--- config.mk ---
export PLATFORM = sky130hd
export DESIGN_NAME = bi0_sqrt
export DESIGN_NICKNAME = d
export VERILOG_FILES = /design/src/rtl/core/bi0_sqrt.sv
export SDC_FILE = /design/constraint.sdc
export NUM_CORES = 2
export LEC_CHECK = 0
export BUFFER_PORTS_ARGS = -buffer_cell sky130_fd_sc_hd__buf_2
export CAP_MARGIN = 40
export CORE_MARGIN = 10
export CORE_UTILIZATION = 35
export CTS_CLUSTER_SIZE = 30
export DETAILED_ROUTE_END_ITERATION = 10
export PLACE_DENSITY_LB_ADDON = 0.1
export SLEW_MARGIN = 20
export SYNTH_ARGS = -nofsm -noshare
export SYNTH_HDL_FRONTEND = slang
export SYNTH_SLANG_ARGS = --single-unit
--- constraint.sdc ---
create_clock -name clk -period 3.2 [get_ports clk]
set_input_delay 0.16 -clock clk [delete_from_list [all_inputs] [get_ports clk]]
set_output_delay 0.16 -clock clk [all_outputs]
set_load 0.02 [all_outputs]
--- src/rtl/core/bi0_sqrt.sv ---
// ============================================================================
// bi0_sqrt
// Pipelined integer square root of a 64-bit value, one result bit per stage.
// ============================================================================
module bi0_sqrt (
    input  logic        clk,
    input  logic        en,
    input  logic [63:0] v,
    output logic [63:0] s
);

    logic [63:0] v_w   [33];
    logic [63:0] res_w [33];

    assign v_w[0]   = v;
    assign res_w[0] = 64'd0;

    generate
        for (genvar g = 0; g < 32; g++) begin : g_stage
            localparam logic [63:0] BIT = 64'd1 << (62 - 2 * g);
            logic [63:0] t;
            logic [63:0] v_reg, res_reg;

            assign t = res_w[g] + BIT;

            always_ff @(posedge clk)
            begin
                if (en)
                begin
                    if (v_w[g] >= t)
                    begin
                        v_reg   <= v_w[g] - t;
                        res_reg <= (res_w[g] >> 1) + BIT;
                    end
                    else
                    begin
                        v_reg   <= v_w[g];
                        res_reg <= res_w[g] >> 1;
                    end
                end
            end

            assign v_w[g+1]   = v_reg;
            assign res_w[g+1] = res_reg;
        end
    endgenerate

    assign s = res_w[32];

endmodule
==> summary.md <==
| Metric | Value |
|---|---|
| Synthesis-stage register bit count | 2512 |
| Total track usage | 0.185 |
| Sw Ratio | 0.299 |
| Power Dens Cells | 686 nW/um2 |
| CTS clk-pin slew, worst paths | 0.06 ns |
| CTS Buf Count | 296 |
| Final Util | 0.460 |
| Die height | 608 um |
| Sw Pwr | 32500 uW |
| Clock sinks | 2512 |
| Remaining Overflow, GRT | 0 |
| Initial antenna violation count | 18 |
| Post-synth top area cell | edfxtp_1 |
| Critical-path cell list | or3_4, or3_4, or4b_4, or3_4, nand2b_4, or3_4, and3b_2, buf_6, buf_6, nand2_2, xnor2_1 |
| Async SR Flop Fraction | 0 |
| Max Cap Violations | 0 |
| DRC | 0 |
| Critical Path AT | 4.01 ns |
| Max FFs per register | 1984 |
| Gate Count Post-Synth | 9688 |
| Clock Power Share | 0.321 |
| Final Slew Violations | 0 |
| Peak Freq | 0.295 GHz |
| Pre-CTS setup slack | -0.483 ns |
| Slew Limit Headroom | 0.445 |
| Critical path class | reg -> reg |
| Port Buffers | 97 |
| Routed WL per cell | 21.9 um |
| Dpl hpwl | 274 mm |
| Initial Util | 0.352 |
| Critical path launch point type | flip-flop |
| Crit path top cell by count | or3_4 |
| Leak | 0.0613 uW |
| Share of post-route cells with drive strength above 1 | 0.269 |
| Top Ports | 130 |
| Synth Flop Type | edfxtp_1 |
| Period minus WS final | 3.39 ns |
| DR iter-0 viols | 6240 |
| Sequential area share after synthesis | 0.623 |
| Htree depth | 5 |
| CP max FO | 4 |
| Die area | 370000 um2 |
| Comb pwr share | 0.262 |
| Crit-path max cell delay | 0.52 ns |
| Yosys top cell area share | 0.623 |
| Worst EP required | 3.82 ns |
| Area of the core | 344000 um2 |
| Synthesized area per cell | 12.5 um2 |
| Worst vdd ir | 0.490 mV |
| Final antenna-violating net count | 0 |
| Violated checks | negative setup slack |
| Pint | 76100 uW |
| CTS Buffer Depth | 4 |
| Most frequent cells in the layout | edfxtp_1, buf_4, inv_1, nor2_1, a21oi_1 |
| Syn Std Cell Area | 121000 um2 |
| Reg power frac | 0.418 |
| Status | complete, but fails checks |
| RSZ-0062 raised after global routing | yes |
| Vias per cell | 5.09 |
| First-pass GRT wire length | 533 mm |
| Setup-failing EPs final | 173 |
| Area growth, synth to finish | 30.5% |
| Yosys cell types | 93 |
| Vias in the first global route | 84100 |
| Core Rows | 215 |
| First-pass detailed-route iteration total | 6 |
| Total wire length | 364 mm |
| Root Buffer | clkbuf_16 |
| Die X | 608 um |
| Routed vias | 84500 |
| Cell Count, Final, Fillers Out | 16600 |
| Most common cell after layout, fill and taps aside | edfxtp_1 |
| Largest net degree at the start of global routing | 113 |
| Nets | 12400 |
| EDFF count, synth | 2512 |
| Final worst slack | -0.187 ns |
| CP top delay family | simple AND/OR/NAND/NOR gates |
| Total design power | 109000 uW |
| Routability Congestion | 0.890 |
| CTS tree | yes |
| Worst hold slack | 0.223 ns |
| Placed cells | 15700 |
| CP Capture Type | flip-flop |
| Final Hold Fails | 0 |
| Fin crit share | 1.06 |
| Actual slew at the worst max-slew pin | 0.830 ns |
| Clock insertion delay at the later pin of the skew report | 0.94 ns |
| YS warnings | 0 |
| Setup Skew | 0.0940 ns |
| Largest cells by area after synthesis | edfxtp_1, ha_1, xnor2_1, xor2_1, a21oi_1 |
| Hold/Removal Path Class | in -> reg |
| WP buf/inv | 2 |
| Crit path max-delay cell type | or4b_4 |
-- per-layer routing --
metal	wire length, um	share of wire	up-vias	GRT usage
li1	-	-	40600	-
met1	165000	0.45	41700	0.252
met2	176000	0.48	1755	0.313
met3	14300	0.039	455	0.0221
met4	9410	0.026	0	0.0458
met5	0	0	-	0
-- worst paths after layout --
path         cells past startpoint  slack, ns                  start                    end
max reg2reg                     11      -0.19  g_stage[13].v_reg[58]  g_stage[14].v_reg[59]
max                             11      -0.19  g_stage[13].v_reg[58]  g_stage[14].v_reg[59]
min                              4       0.22                  v[63]   g_stage[0].v_reg[63]
min reg2reg                      0       0.42   g_stage[25].v_reg[5]   g_stage[26].v_reg[5]
-- stage by stage --
| stage | instance area, um2 | TNS (ns) |
|---|---|---|
| after detailed placement | 139000 | -88.11 |
| after global routing | 158000 | -37.98 |
| after floorplan | 121000 | -3.01 |
| after CTS | 153000 | -6.48 |
| after global placement | 139000 | -87.35 |
| final | 158000 | -15.09 |
-- logic make-up (layout without fill, tap and decap cells) --
kind of cell,Yosys count,count (layout),synth area share
AND/OR/NAND/NOR,2845,2845,0.122
flip-flops,2512,2512,0.623
AO/OA/AOI/OAI,1850,1850,0.0950
buffers and inverters,955,3284,0.0308
XOR/XNOR,890,890,0.0644
adder cells (fa/ha/maj),558,558,0.0576
multiplexers,77,77,0.00712
other,1,40,0.0000310
-- repair_timing --
item / CTS / global route
hold buffers: 128 / 0
endpoints found under the hold margin: 365 / 0
setup buffers: 91 / 113
setup endpoints to repair: 615 / 770
cloned: 15 / 19
resized for setup: 431 / 764
pin swaps: 108 / 232
-- cells in the mapped netlist, drive strengths merged, types with 14 or more instances --
cell / n
nand3: 150
and3: 51
buf: 63
a21o: 242
a21boi: 32
xnor2: 468
a211o: 14
or4: 70
nand4b: 22
nor3: 252
o211ai: 44
nor4: 354
o21ai: 400
clkbuf: 181
nor2: 678
nand2: 560
nor4b: 57
a211oi: 50
and4: 32
nor3b: 28
nand3b: 30
mux2: 73
inv: 710
and2: 30
a31oi: 43
a21oi: 667
xor2: 422
o21bai: 40
edfxtp: 2512
nand4: 170
or2: 40
ha: 558
or3: 121
nand2b: 95
a2111oi: 23
o31ai: 38
nor2b: 71
o21a: 91
-- cell type report --
class / count / area, um2
clock inverter: 177 / 2090
sequential: 2512 / 75400
timing repair buffer: 2043 / 16900
inverter: 711 / 2700
multi-input combinational: 6252 / 47400
fill: 31100 / 186000
antenna: 8 / 20.0
clock buffer: 353 / 7900
tap: 4557 / 5700
-- power by group through the flow --
stage          Sequential (uW)  Combinational [uW]  Clock [uW]
2_1_floorplan            44200               15000           0
3_3_place_gp             45900               25400           0
3_5_place_dp             45900               25400           0
4_1_cts                  45300               26700       35800
5_1_grt                  45800               31000       37100
6_report                 45300               28400       34800
-- worst reg2reg max path, cell delays in order (launching register included) --
cell	delay (ns)
edfxtp_1	0.39
or3_4	0.40
or3_4	0.34
or4b_4	0.52
or3_4	0.34
nand2b_4	0.14
or3_4	0.39
and3b_2	0.26
buf_6	0.13
buf_6	0.12
nand2_2	0.05
xnor2_1	0.06
Note: power is estimated with default switching activity, not from simulation.
